**src/sv/pppb_pkg.sv**
```systemverilog
// Shared types and constants for the ping-pong playback buffer controller.
package pppb_pkg;

  // Divider widths: dividend is clock plus half the rate, divisor is the rate
  localparam int unsigned DIV_W = 33;
  localparam int unsigned DVS_W = 32;
  localparam int unsigned CNT_W = $clog2(DIV_W);

  // Reload range: ticks must lie in 1 .. 2^RLD_W
  localparam int unsigned RLD_W = 16;

  typedef enum logic [3:0] {
    OP_INIT      = 4'd0,
    OP_SET_RATE  = 4'd1,
    OP_ACQUIRE   = 4'd2,
    OP_COMMIT    = 4'd3,
    OP_START     = 4'd4,
    OP_STOP      = 4'd5,
    OP_HALF_DONE = 4'd6,
    OP_FULL_DONE = 4'd7,
    OP_DMA_ERR   = 4'd8,
    OP_DMA_UNDER = 4'd9
  } op_t;

  typedef enum logic [1:0] {
    HS_FREE    = 2'd0,
    HS_FILLING = 2'd1,
    HS_READY   = 2'd2,
    HS_PLAYING = 2'd3
  } hs_t;

  typedef enum logic [1:0] {
    ST_OK   = 2'd0,
    ST_ERR  = 2'd1,
    ST_BUSY = 2'd2
  } st_t;

  typedef enum logic [1:0] {
    S_IDLE,
    S_EXEC,
    S_DIV,
    S_FIN
  } fsm_t;

  typedef struct packed {
    logic [3:0]  operation;
    logic [1:0]  half_select;
    logic [31:0] req_rate;
  } in_item_t;

  typedef struct packed {
    logic [1:0]  status;
    logic        half_index;
    logic [15:0] timer_period;
    logic        running;
    logic [1:0]  half0_state;
    logic [1:0]  half1_state;
    logic [31:0] half_events;
    logic [31:0] full_events;
    logic [31:0] error_events;
    logic [31:0] underrun_events;
  } out_item_t;

  typedef struct packed {
    logic             start;
    logic [DIV_W-1:0] dividend;
    logic [DVS_W-1:0] divisor;
  } div_req_t;

  typedef struct packed {
    logic             busy;
    logic             done;
    logic [DIV_W-1:0] quotient;
  } div_rsp_t;

endpackage

```
**src/sv/ping_pong_playback_buffer_control_unit.sv**
```systemverilog
// Top level: ping-pong playback buffer sequencer, state and counters.
// One item at a time: an accepted item is latched and executed, and its result is written
// to the output register once that register is free. A set_rate that reaches the divide
// first runs the one-bit-per-cycle divider (33 steps for the 33-bit dividend), then writes
// its result the same way. in_ready is high whenever no item is in progress, even while an
// earlier result waits to be taken.
module ping_pong_playback_buffer_control_unit (
  input  logic                clk,
  input  logic                rst_n,
  input  logic                cfg_wr_en,
  input  logic [31:0]         cfg_wr_data,
  input  logic                in_valid,
  output logic                in_ready,
  input  pppb_pkg::in_item_t  in_data,
  output logic                out_valid,
  input  logic                out_ready,
  output pppb_pkg::out_item_t out_data
);

  pppb_pkg::fsm_t      fsm_r, fsm_nxt;
  pppb_pkg::in_item_t  item_r, item_nxt;
  pppb_pkg::hs_t       h0_r, h0_nxt, h1_r, h1_nxt;
  logic                run_r, run_nxt;
  logic                init_r, init_nxt;
  logic [15:0]         reload_r, reload_nxt;
  logic [31:0]         hcnt_r, hcnt_nxt, fcnt_r, fcnt_nxt;
  logic [31:0]         ecnt_r, ecnt_nxt, ucnt_r, ucnt_nxt;
  logic [31:0]         clk_hz_r;
  logic                out_valid_r, out_valid_nxt;
  pppb_pkg::out_item_t out_data_r, out_data_nxt;

  pppb_pkg::div_req_t  div_req;
  pppb_pkg::div_rsp_t  div_rsp;
  logic                div_start;

  pppb_pkg::st_t       status;
  logic                granted;
  logic                wr_out;
  logic                out_free;
  logic                rate_ok;
  logic [1:0]          under;
  logic [pppb_pkg::DIV_W-1:0] q;
  logic                q_bad;

  pppb_div u_div (
    .clk   (clk),
    .rst_n (rst_n),
    .req   (div_req),
    .rsp   (div_rsp)
  );

  // Rounded divide operands: (clock + rate/2) / rate
  always_comb begin
    div_req.start    = div_start;
    div_req.dividend = {1'b0, clk_hz_r} + {2'b00, item_r.req_rate[31:1]};
    div_req.divisor  = item_r.req_rate;
  end

  // Check the quotient against the 1 .. 65536 tick range
  always_comb begin
    q     = div_rsp.quotient;
    q_bad = (q == '0) || (q[pppb_pkg::DIV_W-1:pppb_pkg::RLD_W+1] != '0) ||
            (q[pppb_pkg::RLD_W] && (q[pppb_pkg::RLD_W-1:0] != '0));
  end

  assign rate_ok  = init_r && (clk_hz_r != '0) && (item_r.req_rate != '0) && !run_r;
  assign out_free = !out_valid_r || out_ready;
  assign in_ready = (fsm_r == pppb_pkg::S_IDLE);

  // Sequence the item and apply its operation
  always_comb begin
    fsm_nxt       = fsm_r;
    item_nxt      = item_r;
    h0_nxt        = h0_r;
    h1_nxt        = h1_r;
    run_nxt       = run_r;
    init_nxt      = init_r;
    reload_nxt    = reload_r;
    hcnt_nxt      = hcnt_r;
    fcnt_nxt      = fcnt_r;
    ecnt_nxt      = ecnt_r;
    ucnt_nxt      = ucnt_r;
    status        = pppb_pkg::ST_OK;
    granted       = 1'b0;
    wr_out        = 1'b0;
    under         = 2'd0;
    div_start     = 1'b0;

    case (fsm_r)
      pppb_pkg::S_IDLE: begin
        if (in_valid) begin
          item_nxt = in_data;
          fsm_nxt  = pppb_pkg::S_EXEC;
        end
      end

      pppb_pkg::S_EXEC: begin
        if ((pppb_pkg::op_t'(item_r.operation) == pppb_pkg::OP_SET_RATE) && rate_ok) begin
          div_start = 1'b1;
          fsm_nxt   = pppb_pkg::S_DIV;
        end else if (out_free) begin
          wr_out  = 1'b1;
          fsm_nxt = pppb_pkg::S_IDLE;
          case (pppb_pkg::op_t'(item_r.operation))
            pppb_pkg::OP_INIT: begin
              if (run_r) begin
                status = pppb_pkg::ST_BUSY;
              end else begin
                h0_nxt   = pppb_pkg::HS_FREE;
                h1_nxt   = pppb_pkg::HS_FREE;
                hcnt_nxt = '0;
                fcnt_nxt = '0;
                ecnt_nxt = '0;
                ucnt_nxt = '0;
                init_nxt = 1'b1;
              end
            end
            pppb_pkg::OP_SET_RATE: begin
              // Divide-free outcomes only; the divide path left above
              if (!init_r || clk_hz_r == '0 || item_r.req_rate == '0) begin
                status = pppb_pkg::ST_ERR;
              end else begin
                status = pppb_pkg::ST_BUSY;
              end
            end
            pppb_pkg::OP_ACQUIRE: begin
              if (!init_r) begin
                status = pppb_pkg::ST_ERR;
              end else if (h0_r == pppb_pkg::HS_FREE) begin
                h0_nxt = pppb_pkg::HS_FILLING;
              end else if (h1_r == pppb_pkg::HS_FREE) begin
                h1_nxt  = pppb_pkg::HS_FILLING;
                granted = 1'b1;
              end else begin
                status = pppb_pkg::ST_ERR;
              end
            end
            pppb_pkg::OP_COMMIT: begin
              if (item_r.half_select[1]) begin
                status = pppb_pkg::ST_ERR;
              end else if (!item_r.half_select[0]) begin
                if (h0_r != pppb_pkg::HS_FILLING) status = pppb_pkg::ST_ERR;
                else h0_nxt = pppb_pkg::HS_READY;
              end else begin
                if (h1_r != pppb_pkg::HS_FILLING) status = pppb_pkg::ST_ERR;
                else h1_nxt = pppb_pkg::HS_READY;
              end
            end
            pppb_pkg::OP_START: begin
              if (!init_r || h0_r != pppb_pkg::HS_READY || h1_r != pppb_pkg::HS_READY) begin
                status = pppb_pkg::ST_ERR;
              end else if (run_r) begin
                status = pppb_pkg::ST_BUSY;
              end else begin
                h0_nxt  = pppb_pkg::HS_PLAYING;
                run_nxt = 1'b1;
              end
            end
            pppb_pkg::OP_STOP: begin
              if (!init_r) status = pppb_pkg::ST_ERR;
              else run_nxt = 1'b0;
            end
            pppb_pkg::OP_HALF_DONE: begin
              // Free half 0, play half 1, count each half out of step
              if (run_r) begin
                hcnt_nxt = hcnt_r + 32'd1;
                under    = {1'b0, h0_r != pppb_pkg::HS_PLAYING} +
                           {1'b0, h1_r != pppb_pkg::HS_READY};
                h0_nxt   = pppb_pkg::HS_FREE;
                h1_nxt   = pppb_pkg::HS_PLAYING;
                ucnt_nxt = ucnt_r + {30'd0, under};
              end
            end
            pppb_pkg::OP_FULL_DONE: begin
              // Free half 1, play half 0
              if (run_r) begin
                fcnt_nxt = fcnt_r + 32'd1;
                under    = {1'b0, h1_r != pppb_pkg::HS_PLAYING} +
                           {1'b0, h0_r != pppb_pkg::HS_READY};
                h1_nxt   = pppb_pkg::HS_FREE;
                h0_nxt   = pppb_pkg::HS_PLAYING;
                ucnt_nxt = ucnt_r + {30'd0, under};
              end
            end
            pppb_pkg::OP_DMA_ERR: begin
              if (init_r) ecnt_nxt = ecnt_r + 32'd1;
            end
            pppb_pkg::OP_DMA_UNDER: begin
              if (init_r) ucnt_nxt = ucnt_r + 32'd1;
            end
            default: begin
              status = pppb_pkg::ST_ERR;
            end
          endcase
        end
      end

      pppb_pkg::S_DIV: begin
        if (div_rsp.done) fsm_nxt = pppb_pkg::S_FIN;
      end

      pppb_pkg::S_FIN: begin
        // Take the reload value if the tick count is in range
        if (out_free) begin
          wr_out  = 1'b1;
          fsm_nxt = pppb_pkg::S_IDLE;
          if (q_bad) status = pppb_pkg::ST_ERR;
          else reload_nxt = q[pppb_pkg::RLD_W-1:0] - 16'd1;
        end
      end

      default: begin
        fsm_nxt = pppb_pkg::S_IDLE;
      end
    endcase
  end

  // Load the result register from the updated state
  always_comb begin
    out_data_nxt                 = out_data_r;
    out_valid_nxt                = out_ready ? 1'b0 : out_valid_r;
    if (wr_out) begin
      out_valid_nxt                = 1'b1;
      out_data_nxt.status          = status;
      out_data_nxt.half_index      = granted;
      out_data_nxt.timer_period    = reload_nxt;
      out_data_nxt.running         = run_nxt;
      out_data_nxt.half0_state     = h0_nxt;
      out_data_nxt.half1_state     = h1_nxt;
      out_data_nxt.half_events     = hcnt_nxt;
      out_data_nxt.full_events     = fcnt_nxt;
      out_data_nxt.error_events    = ecnt_nxt;
      out_data_nxt.underrun_events = ucnt_nxt;
    end
  end

  always_ff @(posedge clk) begin
    if (!rst_n) begin
      fsm_r       <= pppb_pkg::S_IDLE;
      h0_r        <= pppb_pkg::HS_FREE;
      h1_r        <= pppb_pkg::HS_FREE;
      run_r       <= 1'b0;
      init_r      <= 1'b0;
      reload_r    <= '0;
      hcnt_r      <= '0;
      fcnt_r      <= '0;
      ecnt_r      <= '0;
      ucnt_r      <= '0;
      clk_hz_r    <= '0;
      out_valid_r <= 1'b0;
    end else begin
      fsm_r       <= fsm_nxt;
      h0_r        <= h0_nxt;
      h1_r        <= h1_nxt;
      run_r       <= run_nxt;
      init_r      <= init_nxt;
      reload_r    <= reload_nxt;
      hcnt_r      <= hcnt_nxt;
      fcnt_r      <= fcnt_nxt;
      ecnt_r      <= ecnt_nxt;
      ucnt_r      <= ucnt_nxt;
      out_valid_r <= out_valid_nxt;
      if (cfg_wr_en) clk_hz_r <= cfg_wr_data;
    end
  end

  always_ff @(posedge clk) begin
    item_r     <= item_nxt;
    out_data_r <= out_data_nxt;
  end

  assign out_valid = out_valid_r;
  assign out_data  = out_data_r;

  // Divider completion only while the sequencer waits for it
  a_done_in_div: assert property (@(posedge clk) disable iff (!rst_n)
    div_rsp.done |-> (fsm_r == pppb_pkg::S_DIV))
    else $error("divider finished outside the divide state");

  // An accepted item closes the input until it has been executed
  a_accept_exec: assert property (@(posedge clk) disable iff (!rst_n)
    (in_valid && in_ready) |=> (fsm_r == pppb_pkg::S_EXEC) && !in_ready)
    else $error("accepted item not latched for execution");

  // While running, one half is always playing
  a_run_playing: assert property (@(posedge clk) disable iff (!rst_n)
    run_r |-> (h0_r == pppb_pkg::HS_PLAYING || h1_r == pppb_pkg::HS_PLAYING))
    else $error("running with no half playing");

  // The reload value changes only when a divide result is taken
  a_reload_fin: assert property (@(posedge clk) disable iff (!rst_n)
    ($past(rst_n) && !$stable(reload_r)) |-> ($past(fsm_r) == pppb_pkg::S_FIN))
    else $error("reload value changed outside divide completion");

endmodule

```
**src/sv/pppb_div.sv**
```systemverilog
// Iterative restoring divider, one quotient bit per cycle.
module pppb_div (
  input  logic                clk,
  input  logic                rst_n,
  input  pppb_pkg::div_req_t  req,
  output pppb_pkg::div_rsp_t  rsp
);

  logic                       busy_r, busy_nxt;
  logic                       done_r, done_nxt;
  logic [pppb_pkg::DIV_W-1:0] rem_r, rem_nxt;
  logic [pppb_pkg::DIV_W-1:0] quo_r, quo_nxt;
  logic [pppb_pkg::DVS_W-1:0] dvs_r, dvs_nxt;
  logic [pppb_pkg::CNT_W-1:0] cnt_r, cnt_nxt;

  logic [pppb_pkg::DIV_W:0]   shifted;
  logic [pppb_pkg::DIV_W:0]   diff;
  logic                       fits;

  // Shift in the next dividend bit and trial-subtract the divisor
  always_comb begin
    shifted = {rem_r, quo_r[pppb_pkg::DIV_W-1]};
    diff    = shifted - {{(pppb_pkg::DIV_W+1-pppb_pkg::DVS_W){1'b0}}, dvs_r};
    fits    = ~diff[pppb_pkg::DIV_W];
  end

  // Sequence the steps
  always_comb begin
    busy_nxt = busy_r;
    done_nxt = 1'b0;
    rem_nxt  = rem_r;
    quo_nxt  = quo_r;
    dvs_nxt  = dvs_r;
    cnt_nxt  = cnt_r;
    if (req.start) begin
      busy_nxt = 1'b1;
      rem_nxt  = '0;
      quo_nxt  = req.dividend;
      dvs_nxt  = req.divisor;
      cnt_nxt  = pppb_pkg::CNT_W'(pppb_pkg::DIV_W - 1);
    end else if (busy_r) begin
      rem_nxt = fits ? diff[pppb_pkg::DIV_W-1:0] : shifted[pppb_pkg::DIV_W-1:0];
      quo_nxt = {quo_r[pppb_pkg::DIV_W-2:0], fits};
      cnt_nxt = cnt_r - 1'b1;
      if (cnt_r == '0) begin
        busy_nxt = 1'b0;
        done_nxt = 1'b1;
      end
    end
  end

  always_ff @(posedge clk) begin
    if (!rst_n) begin
      busy_r <= 1'b0;
      done_r <= 1'b0;
    end else begin
      busy_r <= busy_nxt;
      done_r <= done_nxt;
    end
  end

  always_ff @(posedge clk) begin
    rem_r <= rem_nxt;
    quo_r <= quo_nxt;
    dvs_r <= dvs_nxt;
    cnt_r <= cnt_nxt;
  end

  assign rsp.busy     = busy_r;
  assign rsp.done     = done_r;
  assign rsp.quotient = quo_r;

  // A new division must not be started over one in progress
  a_no_restart: assert property (@(posedge clk) disable iff (!rst_n)
    req.start |-> !busy_r)
    else $error("divider restarted while busy");

endmodule
```
**config.mk**
```make
export PLATFORM = sky130hd
export DESIGN_NAME = ping_pong_playback_buffer_control_unit
export DESIGN_NICKNAME = d
export VERILOG_FILES = /design/src/sv/pppb_pkg.sv /design/src/sv/ping_pong_playback_buffer_control_unit.sv /design/src/sv/pppb_div.sv
export SDC_FILE = /design/constraint.sdc
export NUM_CORES = 1
export LEC_CHECK = 0
export BUFFER_PORTS_ARGS = -buffer_cell sky130_fd_sc_hd__buf_2
export CORE_MARGIN = 2
export CORE_UTILIZATION = 60
export CTS_CLUSTER_DIAMETER = 120
export DETAILED_ROUTE_END_ITERATION = 12
export PLACE_DENSITY = 0.81
export SLEW_MARGIN = 10
export SYNTH_ARGS = -nofsm -noshare
export SYNTH_HDL_FRONTEND = slang
export SYNTH_SLANG_ARGS = --single-unit
```
**constraint.sdc**
```tcl
create_clock -name clk -period 25.7 [get_ports clk]
set_clock_uncertainty 0.15 [all_clocks]
set_input_delay 0 -clock clk [delete_from_list [all_inputs] [get_ports clk]]
set_output_delay 0 -clock clk [all_outputs]
set_load 0.005 [all_outputs]
```
# [After elaboration in Yosys (flattened, before gate mapping)]
# Index checks and enable logic that the tools add are counted.
# Widths: inputs -> output; s select.
[op_classes] n_addsub=12 reduce_logical=35 bitwise=9 eq_ne=20 n_mux=99
[op_table] operator="$mux 32" count=22
[op_table] operator="$pmux 32 s2" count=3
[op_table] operator="$add 32x1->32 const B" count=4
[op_table] operator="$pmux 32 s4" count=1
[op_table] operator="$mux 33" count=3
[op_table] operator="$mux 2" count=36
[op_table] operator="$add 32x2->32" count=2
[op_table] operator="$logic_not 32->1" count=2
[op_table] operator="$reduce_bool 32->1" count=2
[op_table] operator="$mux 16" count=3
[op_table] operator="$sub 34x32->34" count=1
[op_table] operator="$add 32x31->33" count=1
[op_table] operator="$logic_not 33->1" count=1
[op_table] operator="$reduce_bool 16->1" count=2
[op_table] operator="$mux 1" count=24
[op_table] operator="$eq 4x3->1 const B" count=4
[op_table] operator="$sub 16x1->16 const B" count=1
[op_table] operator="$pmux 2 s7" count=1
[op_table] operator="$pmux 2 s6" count=1
[op_table] operator="$ne 2x2->1 const B" count=5
[op_table] operator="$pmux 2 s5" count=1
[op_table] operator="$not 1->1" count=9
[op_table] operator="$eq 4x2->1 const B" count=2
[op_table] operator="$eq 4x4->1 const B" count=2
[op_table] operator="other kinds (21)" count=42
[totals] out_inout_bits=154 in_bits=75 wordCells=206 ff_bits=481

# [Longest topological paths before layout]
[depth] word_depth=8 ltp_mapped=14 mapped_depth_nobuf=14

# [Modules after synthesis]
# From an unflattened synthesis, not the netlist that was laid out.
[unflattened] cells_unflattened=2494 hier_area_um2=24364.6
[by_module_without_submodules] mod="ping_pong_playback_buffer_control_unit" instances=1 seq_area_each_um2=9409.0 area_each_um2=18161.2 cells_per_inst=1872
[by_module_without_submodules] mod="pppb_div" instances=1 seq_area_each_um2=2772.7 area_each_um2=6203.4 cells_per_inst=622

# [Worst setup path before layout]
# OpenSTA, ideal clock, no wires.
[synth_timing] path_type="reg2reg" startpoint="register run_r" endpoint="register out_data_r, in the netlist out_data[0] (enable)" setup_time_ns=0.666 path_stages_with_launch=6 arrival_time_ns=7.627 slack_ns=17.257 t_required_ns=24.884 path_buffers=3 synth_period_minus_slack_ns=8.443 path_cell_list="dfxtp_1 clkbuf_1 clkbuf_1 clkbuf_1 nor3_1 nor2_1"
[synth_between] elab_chain_len=5
[synth_rtl] element="from (decl)" line="ping_pong_playback_buffer_control_unit.sv:23" rtl="logic run_r, run_nxt;"
[synth_rtl] element="from (signal assigned)" line="ping_pong_playback_buffer_control_unit.sv:255" rtl="run_r <= run_nxt;"
[synth_rtl] element="$logic_not 1->1" line="ping_pong_playback_buffer_control_unit.sv:66" rtl="assign rate_ok = init_r && (clk_hz_r != '0) && (item_r.req_rate != '0) && !run_r;"
[synth_rtl] element="$logic_and 1x1->1" line="ping_pong_playback_buffer_control_unit.sv:66"
[synth_rtl] element="$logic_and 1x1->1" line="ping_pong_playback_buffer_control_unit.sv:98" rtl="if ((pppb_pkg::op_t'(item_r.operation) == pppb_pkg::OP_SET_RATE) && rate_ok) begin"
[synth_rtl] element="$mux 1" line="ping_pong_playback_buffer_control_unit.sv:98"
[synth_rtl] element="$pmux 1 s2" line="ping_pong_playback_buffer_control_unit.sv:89" rtl="case (fsm_r)"
[synth_rtl] element="to (signal assigned)" line="ping_pong_playback_buffer_control_unit.sv:269" rtl="out_data_r <= out_data_nxt;"
[synth_rtl] element="to (decl)" line="ping_pong_playback_buffer_control_unit.sv:30" rtl="pppb_pkg::out_item_t out_data_r, out_data_nxt;"
# No other way between the ends.
# A chain may end at the register's enable or synchronous reset.

# [Worst setup path after layout]
[layout_timing] startpoint="register item_r, in the netlist div_req[2]" endpoint="register u_div.quo_r[23] (netlist bit) (data pin)"
[layout_between] elab_chain_len=7 word_cells_on_any_way=8 classes_between="add/sub (1); mux (3); reduce/logical (4)"
[layout_rtl] element="from (decl)" line="ping_pong_playback_buffer_control_unit.sv:21" rtl="pppb_pkg::in_item_t item_r, item_nxt;"
[layout_rtl] element="from (signal assigned)" line="ping_pong_playback_buffer_control_unit.sv:268" rtl="item_r <= item_nxt;"
[layout_rtl] element="branches (longest 6 deep; another with $add 32x31->33)"
[layout_rtl] element="$mux 33 (*)" line="pppb_div.sv:35" rtl="if (req.start) begin"
[layout_rtl] element="named net u_div.quo_nxt (one bit)" line="pppb_div.sv:12" rtl="logic [pppb_pkg::DIV_W-1:0] quo_r, quo_nxt;"
[layout_rtl] element="to (signal assigned)" line="pppb_div.sv:64" rtl="quo_r <= quo_nxt;"
[layout_rtl] element="to (decl)" line="pppb_div.sv:12"
# Mark *: on every way through the listed nets, which the timed path passes.

==> flow_summary.toml <==
[placement]
io_buffers = 228
placed_cells = 3113
gp_congestion = 0.9543
dp_hpwl_um = 45300

[floorplanning]
die_area_mm2 = 0.04157
fp-row-count = 73
start_util = 0.6062
io_pins = 229
coreArea_mm2 = 0.03955
die_x_um = 203.9
die_y_um = 203.9

[clocking]
clk_pin_slew_ns = 0.07
cts_tree = "done"
clockRootBuffer = "clkbuf_16"
worstSkewPairLatency_ns = 0.61
htree_levels = 2
cts_buffer_depth = 3
cts_sinks = 481
cts_buffers = 49
ctsResizeCount = 0

[detailed_routing]
wl_per_cell_um = 20.78
firstDrtPassIters = 6
drt_drc_violations_left = 0
postRouteAntennaNets = 0
num_vias = 20830
wirelength_um = 69160
first_iter_violations = 2051
routed_via_density = 6.258

[timing]
fin_crit_ns = 4.590
finalHoldViolations = 0
timing.slew.headroom = 0.2282
maxSlewViolCount = 0
finalSetupViolations = 0
max_slew.worst_pin.slew_ns = 1.140
setup_tns_ns = 0
period_share = 0.1786
max_freq_mhz = 217.9
rsz0062_at_grt = "no"

[pwr]
cellLeakagePower_nw = 11.25
p_switching_w = 0.0004217
powerDensity_mw_per_mm2 = 60.30
ir_worst_vdd_uv = 60.76
p_clk_frac = 0.414
p_int_w = 0.001283
netSwitchingFraction = 0.2473
seqPwrFrac = 0.494
combPwrFrac = 0.092

[critical_path]
crit_path_max_fanout = 43
arrival_ns = 4.79
path_class = "flip-flop to flip-flop"
timing.critical_path.from_type = "flip-flop"
crit_required_ns = 25.90
end_kind = "flip-flop"

[grt]
grt_pass1_wl_um = 109100
grt_max_degree = 116
grt_use_total = 0.3313
antenna_found_initial = 1
grt_remaining_overflow = 0
grt_pass1_vias = 20320

[status]
status = "completed"

[logic_synthesis]
ys_ff_latch = 481
synth_cell_types = 85
synth_area_leaders = "edfxtp_1 (32%), dfxtp_1 (19%), o21ai_0 (5.5%), and2_1 (4.2%), ha_1 (3.9%)"
muxShareOfSynthArea = 0.02876
synth_edf_count = 255
synth-simple-area-share = 0.1993
synth_most_common_cell = "o21ai_0"
syn_area_per_cell_um2 = 9.769
synth_warnings = 0
synth.yosys.seq_area_share = 0.5081
synth_common_cells = "o21ai_0 (265), edfxtp_1 (255), nand2_1 (237)"
yosysTopAreaCellShare = 0.3194
ys.flop_type = "edfxtp_1"
yosysTopAreaCell = "edfxtp_1"
synth_adder_area_share = 0.04196
syn_inst = 2454
yosys.area_share.xor_xnor = 0.02703
synth_top_family_by_area = "simple AND/OR/NAND/NOR gates"
synth_area_mm2 = 0.02397
synth_nets = 2607
synth-compound-area-share = 0.1651
postSynth.asyncResetShare = 0

[cells_and_area]
fin_nets = 2915
multiInputGateArea_mm2 = 0.01111
layout-drive-gt1-share = 0.1292
syn2layout_area_growth_pct = 17.95
nFillCells = 2768
fin_cells = 3328
ff_latch_area_mm2 = 0.01218

[hold_path]
hold_path_class = "input port to flip-flop"

[job]
drv_cap = 0
## cells in the final DEF, fill, tap and decap left out, types with 11 or more instances in the layout
cell type / Yosys / layout
a211oi_1: 15 / 15
a21o_1: 27 / 27
a21oi_1: 114 / 113
a21oi_2: 13 / 14
a31oi_1: 60 / 60
and2_1: 162 / 161
and3_1: 49 / 49
and4_1: 12 / 12
buf_2: 11 / 227
buf_4: 1 / 19
clkbuf_16: 0 / 50
clkinv_1: 2 / 14
clkinv_2: 0 / 11
dfxtp_1: 226 / 225
dlygate4sd3_1: 0 / 123
edfxtp_1: 255 / 255
ha_1: 74 / 74
inv_1: 65 / 65
mux2i_1: 61 / 61
nand2_1: 237 / 236
nand2b_1: 20 / 20
nand3_1: 66 / 66
nand4_1: 45 / 45
nor2_1: 162 / 161
nor2b_1: 44 / 44
nor3_1: 42 / 42
nor4_1: 29 / 29
o21a_1: 16 / 16
o21ai_0: 265 / 265
o31ai_1: 35 / 35
or3_1: 11 / 11
xnor2_1: 37 / 36
xor2_1: 37 / 37
## power by group through the flow
stage / Sequential [W] / Combinational, W / Clock, W
2_1_floorplan: 0.000858 / 0.0000866 / 0
5_1_grt: 0.000844 / 0.000167 / 0.000741
3_3_place_gp: 0.000857 / 0.000132 / 0
3_5_place_dp: 0.000858 / 0.000133 / 0
6_report: 0.000843 / 0.000156 / 0.000706
4_1_cts: 0.000842 / 0.000149 / 0.000709
## flip-flops by register name (all words and copies together), names as in the netlist, 16 cells and up
register     count
ecnt_r          32
ucnt_r          32
reload_r        16
hcnt_r          32
div_req         32
u_div.quo_r     33
clk_hz_r        32
u_div.dvs_r     32
fcnt_r          32
out_data       152
u_div.rem_r     33
## final timing paths
check	from	slack [ns]	cells after the start	endpoint
setup / recovery	div_req[2]$_DFFE_PP_	21.11	9	u_div.quo_r[23]$_DFFE_PP_
hold / removal	in_data[26]	0.03	2	div_req[26]$_DFFE_PP_
setup reg to reg	div_req[2]$_DFFE_PP_	21.11	9	u_div.quo_r[23]$_DFFE_PP_
hold reg to reg	div_req[21]$_DFFE_PP_	0.33	0	u_div.dvs_r[21]$_DFFE_PP_
## cell type report
type	count	share of cell area
Tap cell	525	0.02323
Clock inverter	34	0.009823
Sequential cell	481	0.4308
Antenna cell	1	0.00008849
Timing Repair Buffer	369	0.08876
Multi-Input combinational cell	1794	0.3929
Clock buffer	57	0.04553
Inverter	67	0.008893
## per-stage QoR
| step | hold slack, ns | power [W] | setup slack (ns) | area (um^2) | util |
|---|---|---|---|---|---|
| 3_3_place_gp | 0.02926 | 0.0009885 | 21.31 | 25480 | 0.6442 |
| 3_5_place_dp | 0.02871 | 0.0009914 | 21.21 | 25480 | 0.6442 |
| 6_report | 0.02684 | 0.001705 | 21.11 | 28280 | 0.7150 |
| 2_1_floorplan | -0.05113 | 0.0009447 | 17.26 | 23970 | - |
| 5_1_grt | 0.03330 | 0.001752 | 20.89 | 28280 | 0.7150 |
| 4_1_cts | 0.001726 | 0.001699 | 21.19 | 28270 | 0.7149 |
## cell families (layout without fill, tap and decap cells)
family | count (synthesis) | after routing
AND/OR/NAND/NOR | 925 | 925
buffers and inverters | 179 | 527
adder cells (fa/ha/maj) | 78 | 78
XOR/XNOR | 74 | 74
other | 0 | 1
AO/OA/AOI/OAI | 650 | 650
multiplexers | 67 | 67
flip-flops | 481 | 481
## metal layers
layer  share of wire  up-vias  GRT usage
met5               0        -          0
met4           0.067        0     0.2099
met3           0.080      302    0.06075
met2            0.47     1045     0.5419
met1            0.39     9857     0.4058
li1                -     9624          -
## what timing repair did
action | CTS | global route
buffers inserted | 0 | 0
hold buffers | 123 | 0
hold endpoints to repair | 127 | 0
## critical path, stage by stage (launching register included)
cell,delay [ns]
edfxtp_1,0.44
nor4_1,0.43
nand4_1,0.32
o221ai_1,0.51
nor2_1,0.14
nand2_2,0.08
buf_4,0.33
clkinv_1,0.96
buf_4,0.62
mux2_2,0.32
Note: power is estimated with default switching activity, not from simulation.
